==> src/rtl/tcw_pkg.sv <==
// Shared types and constants for the text console writer.
// Used by the sweep engine, the core and the testbench; no dependencies.
`timescale 1ns / 1ps

package tcw_pkg;

   localparam logic [2:0] OP_WRITE     = 3'd0;
   localparam logic [2:0] OP_NEWLINE   = 3'd1;
   localparam logic [2:0] OP_BACKSPACE = 3'd2;
   localparam logic [2:0] OP_CLEAR     = 3'd3;
   localparam logic [2:0] OP_READ      = 3'd4;

   localparam logic [7:0] BLANK_CHAR = 8'h20;
   localparam logic [7:0] BLANK_ATTR = 8'h07;
   localparam logic [7:0] ERASE_ATTR = 8'h03;

   localparam int CELL_WIDTH = 16;

   localparam logic [CELL_WIDTH-1:0] BLANK_CELL = {BLANK_ATTR, BLANK_CHAR};
   localparam logic [CELL_WIDTH-1:0] ERASE_CELL = {ERASE_ATTR, BLANK_CHAR};

   typedef struct packed {
      logic start;
      logic scroll;
   } sweep_cmd_type;

endpackage

==> src/rtl/tcw_sweep.sv <==
// Screen sweep engine: walks the cell memory once for a scroll or a clear.
// Depends on tcw_pkg; drives the memory ports while busy.
`timescale 1ns / 1ps

module tcw_sweep #(
   parameter int COLUMNS = 80,
   parameter int ROWS_ON_SCREEN = 25,
   localparam int CELL_COUNT = COLUMNS * ROWS_ON_SCREEN,
   localparam int AW = $clog2(CELL_COUNT)
) (
   input  logic                           clock,
   input  logic                           reset,
   input  tcw_pkg::sweep_cmd_type         cmd,
   output logic                           busy,
   output logic                           rd_en,
   output logic [AW-1:0]                  rd_addr,
   input  logic [tcw_pkg::CELL_WIDTH-1:0] rd_data,
   output logic                           wr_en,
   output logic [AW-1:0]                  wr_addr,
   output logic [tcw_pkg::CELL_WIDTH-1:0] wr_data
);

   localparam logic [AW-1:0] KEEP_A = AW'(CELL_COUNT - COLUMNS);
   localparam logic [AW-1:0] LAST_A = AW'(CELL_COUNT - 1);
   localparam logic [AW-1:0] COLS_A = AW'(COLUMNS);

   logic          running_ff;
   logic          scroll_ff;
   logic [AW-1:0] ptr_ff;
   logic          wr_valid_ff;
   logic [AW-1:0] wr_addr_ff;
   logic          wr_blank_ff;
   logic          copy_row;

   assign copy_row = scroll_ff && (ptr_ff < KEEP_A);

   always_ff @(posedge clock) begin
      if (reset) begin
         running_ff  <= 1'b1;
         scroll_ff   <= 1'b0;
         ptr_ff      <= '0;
         wr_valid_ff <= 1'b0;
      end else begin
         wr_valid_ff <= running_ff;
         if (cmd.start) begin
            running_ff <= 1'b1;
            scroll_ff  <= cmd.scroll;
            ptr_ff     <= '0;
         end else if (running_ff) begin
            if (ptr_ff == LAST_A) begin
               running_ff <= 1'b0;
            end else begin
               ptr_ff <= ptr_ff + AW'(1);
            end
         end
      end
   end

   always_ff @(posedge clock) begin
      wr_addr_ff  <= ptr_ff;
      wr_blank_ff <= !copy_row;
   end

   assign busy    = running_ff || wr_valid_ff;
   assign rd_en   = running_ff && copy_row;
   assign rd_addr = ptr_ff + COLS_A;
   assign wr_en   = wr_valid_ff;
   assign wr_addr = wr_addr_ff;
   assign wr_data = wr_blank_ff ? tcw_pkg::BLANK_CELL : rd_data;

endmodule

==> config.mk <==
export PLATFORM = sky130hd
export DESIGN_NAME = tcw_sweep
export DESIGN_NICKNAME = d
export VERILOG_FILES = /design/src/rtl/tcw_pkg.sv /design/src/rtl/tcw_sweep.sv
export SDC_FILE = /design/constraint.sdc
export NUM_CORES = 1
export LEC_CHECK = 0
export BUFFER_PORTS_ARGS = -buffer_cell sky130_fd_sc_hd__buf_2
export CORE_MARGIN = 1
export CORE_UTILIZATION = 46
export CTS_BUF_LIST = sky130_fd_sc_hd__clkbuf_4
export DETAILED_ROUTE_END_ITERATION = 10
export PLACE_DENSITY_LB_ADDON = 0.25
export SLEW_MARGIN = 5
export SYNTH_ARGS = -nofsm -noshare
export SYNTH_HDL_FRONTEND = slang
export SYNTH_SLANG_ARGS = --single-unit
==> constraint.sdc <==
create_clock -name clock -period 1.9 [get_ports clock]
set_input_delay 0.38 -clock clock [delete_from_list [all_inputs] [get_ports clock]]
set_output_delay 0.38 -clock clock [all_outputs]
set_load 0.05 [all_outputs]
* Word-level counts from Yosys, hierarchy flattened
Cells that the tools add are included.
** Storage, ports and cells
- Register bits :: 26
- Output and inout bits :: 41
** Operators by class
- Add/subtract/negate cells :: 2
- $lt $le $gt $ge :: 1
- Equality and inequality tests :: 1
- Mux-type cells :: 3
- Bitwise logic cells :: 1
- Reduce and logical (&&, ||, !) cells :: 6
** Operators with widths (count)
- $mux 16 :: 1
- $add 11x1->11 const B :: 1
- $add 11x7->11 const B :: 1
- $eq 11x11->1 const B :: 1
- $lt 11x11->1 const B :: 1
- $logic_and 1x1->1 :: 2
- $mux 1 :: 2
- $reduce_and 2->1 :: 1
- $reduce_or 2->1 :: 1
- $logic_not 1->1 :: 1
- $logic_or 1x1->1 :: 1
- $not 1->1 :: 1

* Depth between registers and ports, before layout
Gate-level depths: netlist (run 1).
- Depth in word-level cells :: 3
- Gate-level depth with buffers :: 6

* Worst setup path after synthesis (run 1)
No wires, ideal clock.
- Kind :: flip-flop to output port
- Start :: reg ptr_ff[7]
- End :: out rd_addr[10]
- Data arrival time :: 1599 ps
- Slack :: -79 ps
- Cell stages (with the launch flop) :: 5
- Path through :: dfxtp_1 > buf_2 > and3_1 > o21ai_0 > xnor2_1
** On the way
- Cells in the longest elaborated chain, start to end :: 1
** Ends and longest elaborated chain
- start: declaration :: RTL line tcw_sweep.sv:29 : logic [AW-1:0] ptr_ff;
- start signal: assignment :: RTL line tcw_sweep.sv:53 : ptr_ff <= ptr_ff + AW'(1);
- $add 11x7->11 :: RTL line tcw_sweep.sv:66 : assign rd_addr = ptr_ff + COLS_A;
- end: declaration :: RTL line tcw_sweep.sv:16 : output logic [AW-1:0] rd_addr,
Every way passes these cells.

* Worst setup path in the final report (run 1)
- Start :: reg ptr_ff[4]
- End :: out rd_addr[8]
The elaborated chain is that of the path after synthesis.

==> results of run 1 <==
-- worst max-delay path by stage --
stage,slack (ns),end,cells after the start
2_1_floorplan,0.04,rd_addr[9],4
3_3_place_gp,0.21,rd_addr[8],4
3_5_place_dp,0.18,rd_addr[8],4
4_1_cts,-0.03,rd_addr[8],4
5_1_grt,0.01,rd_addr[10],4
6_report,0.11,rd_addr[8],4
-- cell usage in the layout (no fill, tap or decap), drive strengths merged --
cell	synthesis	layout
a21oi	8	8
a311oi	1	1
and3	4	4
and4	1	1
buf	6	63
clkbuf	2	3
clkinv	0	1
dfxtp	26	26
ha	3	3
inv	2	2
mux2i	3	3
nand2	7	7
nand2b	2	2
nand3	3	3
nand3b	1	1
nand4	2	2
nor2	8	8
nor2b	13	13
nor3	1	1
o211ai	2	2
o21a	1	1
o21ai	5	5
o31ai	2	2
or2	6	6
or3	2	2
or4	1	1
xnor2	6	6
xor2	2	2
-- layout make-up --
| type | count | area (um^2) | share of cell area |
|---|---|---|---|
| Multi-Input combinational cell | 84 | 610.6 | 0.3955 |
| Timing Repair Buffer | 63 | 330.3 | 0.2139 |
| Tap cell | 28 | 35.03 | 0.02269 |
| Sequential cell | 26 | 534.3 | 0.3460 |
| Clock inverter | 1 | 3.754 | 0.002431 |
| Clock buffer | 3 | 22.52 | 0.01459 |
| Inverter | 2 | 7.507 | 0.004862 |
-- sequential cells by signal, indices dropped and copies added (netlist names) --
| name | flops |
|---|---|
| wr_addr | 11 |
| running_ff | 1 |
| wr_blank_ff | 1 |
| scroll_ff | 1 |
| wr_en | 1 |
| ptr_ff | 11 |
-- layer usage --
metal,up-vias,track usage,part of all wire
li1,523,-,-
met1,462,0.1927,0.42
met2,54,0.3034,0.48
met3,4,0.03216,0.092
met4,0,0.06757,0.011
met5,-,0,0
-- power breakdown --
| part | internal [W] | leakage (nW) | switching (W) | total, W |
|---|---|---|---|---|
| Clock | 0.0000769 | 0.0154 | 0.000157 | 0.000234 |
| Sequential | 0.000549 | 0.214 | 0.00000845 | 0.000557 |
| Combinational | 0.0000396 | 0.473 | 0.0000893 | 0.000129 |
| Total | 0.000665 | 0.703 | 0.000255 | 0.000920 |
-- what timing repair did --
item | in CTS | in global routing
hold endpoints to repair | 0 | 0
buffers inserted | 0 | 1
gates resized for setup | 6 | 13
setup endpoints to repair | 4 | 6
-- stage by stage --
stage	instance area, um^2	utilization	total power (W)	hold slack [ns]
after floorplan	1167	-	0.0006674	0.3258
after global placement	1470	0.6460	0.0007021	0.3810
after detailed placement	1470	0.6460	0.0007035	0.3867
after CTS	1504	0.6608	0.0009304	0.2134
after global routing	1544	0.6784	0.0009674	0.1887
final	1544	0.6784	0.0009199	0.2156
-- logic make-up after synthesis --
logic type / Yosys count / synth area share
xor gates and xnor gates: 8 / 0.06081
adders and majority gates: 3 / 0.03258
and+or+nand+nor: 51 / 0.2682
buffers and inverters: 10 / 0.04778
DFF: 26 / 0.4517
AOI/OAI and AO/OA: 19 / 0.1129
muxes: 3 / 0.02606
==> impl.org, run 1 <==
** Worst setup path
- Category of the worst setup path launch point :: flip-flop
- The startpoint identified for the worst register-to-register timing path is ptr_ff[0].
- Critical-path top delay cell :: sky130_fd_sc_hd__dfxtp_2
- Crit path kind :: reg -> out
- In this run the worst path has a maximum fanout of 6.
- Longest individual stage delay on the worst path :: 0.37 ns
- Critical path data arrival time :: 1.41 ns
- Reg-to-Reg End :: ptr_ff[8]
- For the worst setup path, the data required time is 1.52 ns.
- Sequence of cells on the critical path :: ha_2, o21ai_2, xnor2_2, buf_4
- The most critical setup path has its startpoint at ptr_ff[4].
- In this design, the largest share of critical-path delay is due to flip-flops.
- Buffers plus inverters on the worst setup path :: 1
- Reg2reg path depth :: 5
- Capturing element type of the critical path :: output port
- In this run the register-to-register setup slack is 0.23 ns.

** Worst hold path
- Along the worst hold path, the cell count comes to 2.
- Hold path startpoint :: reset
- The path with the worst hold slack has its endpoint at scroll_ff.
- Path class of the lowest-slack min-delay path :: in -> reg

** Power
- The worst-case IR drop observed on VDD is 0.0004620 V.
- Power density relative to cell area :: 595.8 nW/um^2
- Leakage :: 0.7026 nW

** Global route
- Maximum number of pins on one net before global-route repair :: 17
- The initial antenna violation count came to 0.
- Wire length of the first global-routing pass :: 3415 um
- Total routing resource utilization after global routing :: 0.1687
- Summed over all layers, the global routing overflow is 0.
- The via count of the first global-routing pass was 851.

** Floorplanning
- In this run the core area contains 17 standard-cell rows.
- Number of top-level pins :: 61
- Placeable core area :: 2276 um^2
- Die outline width :: 52.05 um
- The floorplan step defined a die boundary enclosing 2709 um^2.
- Die extent in y :: 52.05 um
- Effective utilization at floorplan :: 0.5063

** STA
- For the pin with the worst max-slew slack, the measured transition is 0.4251 ns.
- PnR worst setup slack :: 0.1094 ns
- Time the final worst path needs with I/O delays and setup :: 1.791 ns
- Setup repair after global routing left no endpoint under its margin.
- The number of pins with negative max-slew slack in the final report came to 0.
- In the finished design, the share of the clock period the worst path needs comes to 0.9424.
- Based on the critical path, the design can be clocked at up to 558.5 MHz.
- TNS Setup :: 0 ns
- Maximum clock skew at final layout :: 0.008238 ns
- Setup violations remaining at the end of the flow were counted as 0.
- Max_slew headroom :: 0.7162
- The final-report hold violation count came to 0.

** Clock network
- TritonCTS clock tree :: built
- CTS built an H-tree with a depth of 1.
- The number of clock buffers added by TritonCTS is 3.
- Clock tree synthesis selected as its root buffer the cell sky130_fd_sc_hd__clkbuf_4.
- Maximum root-to-sink buffer count :: 2
- Clock tree synthesis found a total of 26 sinks.
- Clock-pin slew of the registers on the worst-case setup and hold paths :: 0.14 ns
- Quantity of hold-fixing buffers added after cts :: 0
- Clock latency on the worst-skew pair :: 0.32 ns

** Synthesis
- Net count after synthesis :: 143
- Main area contributors after synthesis :: sky130_fd_sc_hd__dfxtp_1 45%, sky130_fd_sc_hd__nor2b_1 7.1%, sky130_fd_sc_hd__xnor2_1 4.6%
- The synthesized design contains 0 enable-type register cells.
- Post-synthesis async set-or-reset flop share :: 0
- sky130_fd_sc_hd__dfxtp_1 is the most common cell in the netlist.
- The cell count after synthesis came out at 120.
- Most common library cells after synthesis :: 26 x sky130_fd_sc_hd__dfxtp_1, 13 x sky130_fd_sc_hd__nor2b_1, 8 x sky130_fd_sc_hd__a21oi_1, 8 x sky130_fd_sc_hd__nor2_1, 7 x sky130_fd_sc_hd__nand2_1
- Synth Area per Inst :: 9.603 um^2
- Most used flip-flop cell after synthesis :: sky130_fd_sc_hd__dfxtp_1
- Count of state elements after synthesis :: 26
- Post-Syn Area :: 1152 um^2
- Count of different cell masters after synthesis :: 35
- Share of the synthesized area in the top cell type :: 0.4517
- For this run, the register share of the synthesized area comes to 0.4517.
- The Yosys step of the flow raised 0 warnings.
- Dominant cell type by area after synthesis :: sky130_fd_sc_hd__dfxtp_1

** Drt
- Initial drt markers :: 8
- Dividing the detail-routed via count by the number of cells gives 5.039.
- Routed length per placed instance :: 10.98 um
- For this block, the routed nets add up to 2272 um of wire.
- Across all layers, the routed design uses 1043 vias.
- After detailed routing, the number of remaining DRC violations is 0.
- The pre-antenna-repair detailed-routing pass consisted of 4 iterations.
- Post-route antenna net violation count :: 0

** Run
- Max-cap violations in this run came to 0.

** Finish
- Fraction of layout instances using a drive strength above 1 :: 0.5084
- In the final design database the tool counted 203 nets.
- Fillcell total :: 188
- Area growth syn-to-layout :: 33.98%
- Number of antenna repair diodes :: 0
- Fin cells :: 207

** Place
- Input and output buffers added on the ports amount to 60.
- The congestion estimate from routability-driven global placement came to 0.7903.
- Worst slack at placement :: 0.1753 ns
- The HPWL after detailed placement is 1718 um.
- Placed Instances :: 202

** Outcome
- The flow ran to the end, and the final reports show no timing, DRC or antenna violations.
Note: power is estimated with default switching activity, not from simulation.
==> run 2, diff against run 1 <==
--- a/config.mk
+++ b/config.mk
@@ -11,6 +11,7 @@
 export CTS_BUF_LIST = sky130_fd_sc_hd__clkbuf_4
 export DETAILED_ROUTE_END_ITERATION = 10
 export PLACE_DENSITY_LB_ADDON = 0.25
+export RECOVER_POWER = 50
 export SLEW_MARGIN = 5
 export SYNTH_ARGS = -nofsm -noshare
 export SYNTH_HDL_FRONTEND = slang
==> run 2 against run 1 <==
Against the previous run: clock-buffer cell count unchanged; die area unchanged; core utilization decreased by 1.5 points; global-route usage unchanged; combinational power about the same; cell count unchanged; sequential share of layout area increased by 0.53 points; fmax increased by 0.16%; power about the same; routed wire length decreased by 1.1%; register-to-register slack got worse by 0.02 ns; worst setup slack improved by 0.0028 ns.
==> impl.org, run 2 (same netlist as run 1, synthesis figures left out) <==
** Outcome
- Outcome: finished clean (unchanged).

** STA
- The tightest slew margin relative to the limit was 0.6034 (was 0.7162).
- The maximum clock frequency is 559.4 MHz (was 558.5 MHz).
- PnR worst setup slack :: 0.1122 ns (was 0.1094 ns)
- Total of endpoints with negative setup slack in the final report :: 0 (unchanged)
- Setup repair after global routing missed its margin :: no (unchanged)
- Tightest hold margin :: 0.2151 ns (was 0.2156 ns)
- Transition time at the pin with the least slew margin :: 0.5974 ns (was 0.4251 ns)
- Final count of hold timing violations :: 0 (unchanged)
- Maximum clock skew at final layout :: 0.007175 ns (was 0.008238 ns)
- Fin crit share :: 0.9409 (was 0.9424)
- Number of slew-limit violations in the final report :: 0 (unchanged)
- The post-route minimum period came to 1.788 ns (was 1.791 ns).
- The final setup TNS came to 0 ns (unchanged).

** Drt
- The initial DRC count was 10 (was 8).
- The detailed-routing iteration count for the pre-antenna-repair pass came to 3 (was 4).
- Post-route antenna net violation count :: 0 (unchanged)
- The wire length per cell came to 10.86 um (was 10.98 um).
- The detailed-route via count was 1031 (was 1043).
- Via-to-Cell Ratio :: 4.981 (was 5.039)
- The number of remaining DRC errors came to 0 (unchanged).
- The wire length after detailed routing is 2248 um (was 2272 um).

** Clock network
- Maximum root-to-sink buffer count :: 2 (unchanged)
- Clock latency on the worst-skew pair :: 0.32 ns (about the same)
- Clock Root Buffer :: sky130_fd_sc_hd__clkbuf_4 (unchanged)
- The number of clock buffers inserted by TritonCTS was 3 (unchanged).
- Clock-pin slew of the registers on the worst-case setup and hold paths :: 0.14 ns (about the same)
- H-tree lvl count :: 1 (unchanged)
- Clock Sink Count :: 26 (unchanged)
- TritonCTS clock tree :: built (unchanged)

** Floorplanning
- Placeable core area :: 2276 um^2 (unchanged)
- Die extent in y :: 52.05 um (unchanged)
- Die area :: 2709 um^2 (unchanged)
- FP Rows :: 17 (unchanged)
- Number of top-level pins :: 61 (unchanged)
- The die span in x came to 52.05 um (unchanged).
- The effective utilization at floorplan was 0.5063 (unchanged).

** Finish
- The net count of the finished layout came to 203 (unchanged).
- Commonest cells after routing, fill and taps aside :: 43 x sky130_fd_sc_hd__buf_2, 22 x sky130_fd_sc_hd__dfxtp_1, 15 x sky130_fd_sc_hd__clkbuf_1, 13 x sky130_fd_sc_hd__nor2b_1, 8 x sky130_fd_sc_hd__nor2_1 (was 57 x sky130_fd_sc_hd__buf_2, 21 x sky130_fd_sc_hd__dfxtp_1, 13 x sky130_fd_sc_hd__nor2b_1, 8 x sky130_fd_sc_hd__nor2_1)
- Fraction of layout instances using a drive strength above 1 :: 0.4078 (was 0.5084)
- The relative area change from synthesis to final layout is 31.05% (was 33.98%).
- The cell area after layout came to 1510 um^2 (was 1544 um^2).
- Fin cells :: 207 (unchanged)
- Number of antenna repair diodes :: 0 (unchanged)
- Most frequent standard cell in the layout excluding fill and tap cells :: sky130_fd_sc_hd__buf_2 (unchanged)

** Worst setup path
- Category of the worst setup path launch point :: flip-flop (unchanged)
- The critical path required time came to 1.52 ns (about the same).
- Longest individual stage delay on the worst path :: 0.37 ns (about the same)
- Highest net fanout along the worst path :: 6 (unchanged)
- Largest delay contributor family on the critical path :: flip-flops (unchanged)
- Capturing element type of the critical path :: output port (unchanged)
- Critical path data arrival time :: 1.41 ns (about the same)
- Crit path kind :: reg -> out (unchanged)
- Sequence of cells on the critical path :: ha_2, o21ai_2, xnor2_2, buf_4 (unchanged)
- Launch instance of the worst register-to-register path :: ptr_ff[0] (unchanged)
- Reg2reg path depth :: 5 (unchanged)
- The number of gates on the worst path with buffers counted was 4 (unchanged).
- Critical-path top delay cell :: sky130_fd_sc_hd__dfxtp_2 (unchanged)
- The startpoint of the worst setup timing path was ptr_ff[4] (unchanged).
- The number of buffer and inverter stages on the critical path came to 1 (unchanged).

** Place
- Number of port buffers :: 60 (unchanged)
- The HPWL reported at the end of detailed placement was 1718 um (unchanged).
- Final estimated routing congestion in global placement :: 0.7903 (unchanged)
- Placed cell area :: 1470 um^2 (unchanged)
- Placed Instances :: 202 (unchanged)
- Worst slack at placement :: 0.1753 ns (unchanged)

** Global route
- The initial antenna violation count was 0 (unchanged).
- The first-pass GRT wire length was 3415 um (unchanged).
- Maximum number of pins on one net before global-route repair :: 17 (unchanged)
- The aggregate global routing overflow was 0 (unchanged).
- The overall routing resource usage is 0.1687 (unchanged).
- The via count of the first global-routing pass came to 851 (unchanged).

** Power
- Leakage :: 0.6373 nW (was 0.7026 nW)
- The maximum resistive drop on vdd is 0.0004730 V (was 0.0004620 V).
- The total power density per cell area came to 609.3 nW/um^2 (was 595.8 nW/um^2).

** Worst hold path
- Path class of the lowest-slack min-delay path :: in -> reg (unchanged)
- Hold path startpoint :: reset (unchanged)
- The worst hold path stage count is 2 (unchanged).

** Run
- The max-capacitance violation count is 0 (unchanged).
==> run 2: per-stage QoR <==
stage,utilization,power (W)
2_1_floorplan,-,0.0006674
3_3_place_gp,0.6460,0.0007021
3_5_place_dp,0.6460,0.0007035
4_1_cts,0.6608,0.0009304
5_1_grt,0.6636,0.0009676
6_report,0.6636,0.0009202
==> run 2: final cells by class <==
| cell class | count | area, um^2 |
|---|---|---|
| clock inverter | 1 | 3.754 |
| tap | 28 | 35.03 |
| inverter | 2 | 7.507 |
| multi-input combinational | 84 | 601.8 |
| sequential | 26 | 530.5 |
| clock buffer | 3 | 22.52 |
| fill | 198 | 765.7 |
| timing repair buffer | 63 | 309.0 |
==> run 2: routing by layer <==
layer | GRT usage | part of all wire | vias up
li1 | - | - | 524
met5 | 0 | 0 | -
met4 | 0.06757 | 0.011 | 0
met3 | 0.03216 | 0.085 | 4
met2 | 0.3034 | 0.48 | 45
met1 | 0.1927 | 0.42 | 458
==> run 2: power by group <==
group          switching [W]  leakage, nW  total, W  internal [W]
sequential        0.00000855        0.213  0.000559      0.000550
clock               0.000157       0.0154  0.000234     0.0000769
combinational      0.0000892        0.408  0.000127     0.0000381
total               0.000255        0.637  0.000920      0.000665
==> run 2: worst paths after layout <==
check	slack [ns]	end
setup / recovery	0.11	rd_addr[8]
hold / removal	0.22	scroll_ff
setup reg to reg	0.21	ptr_ff[1]
hold reg to reg	0.40	wr_addr[7]
==> run 2: timing repair <==
| item | in CTS | in global routing |
|---|---|---|
| resized for setup | 6 | 13 |
| hold endpoints to repair | 0 | 0 |
| hold buffers | 0 | 0 |
| setup buffers | 0 | 1 |
| endpoints found under the setup margin | 4 | 6 |
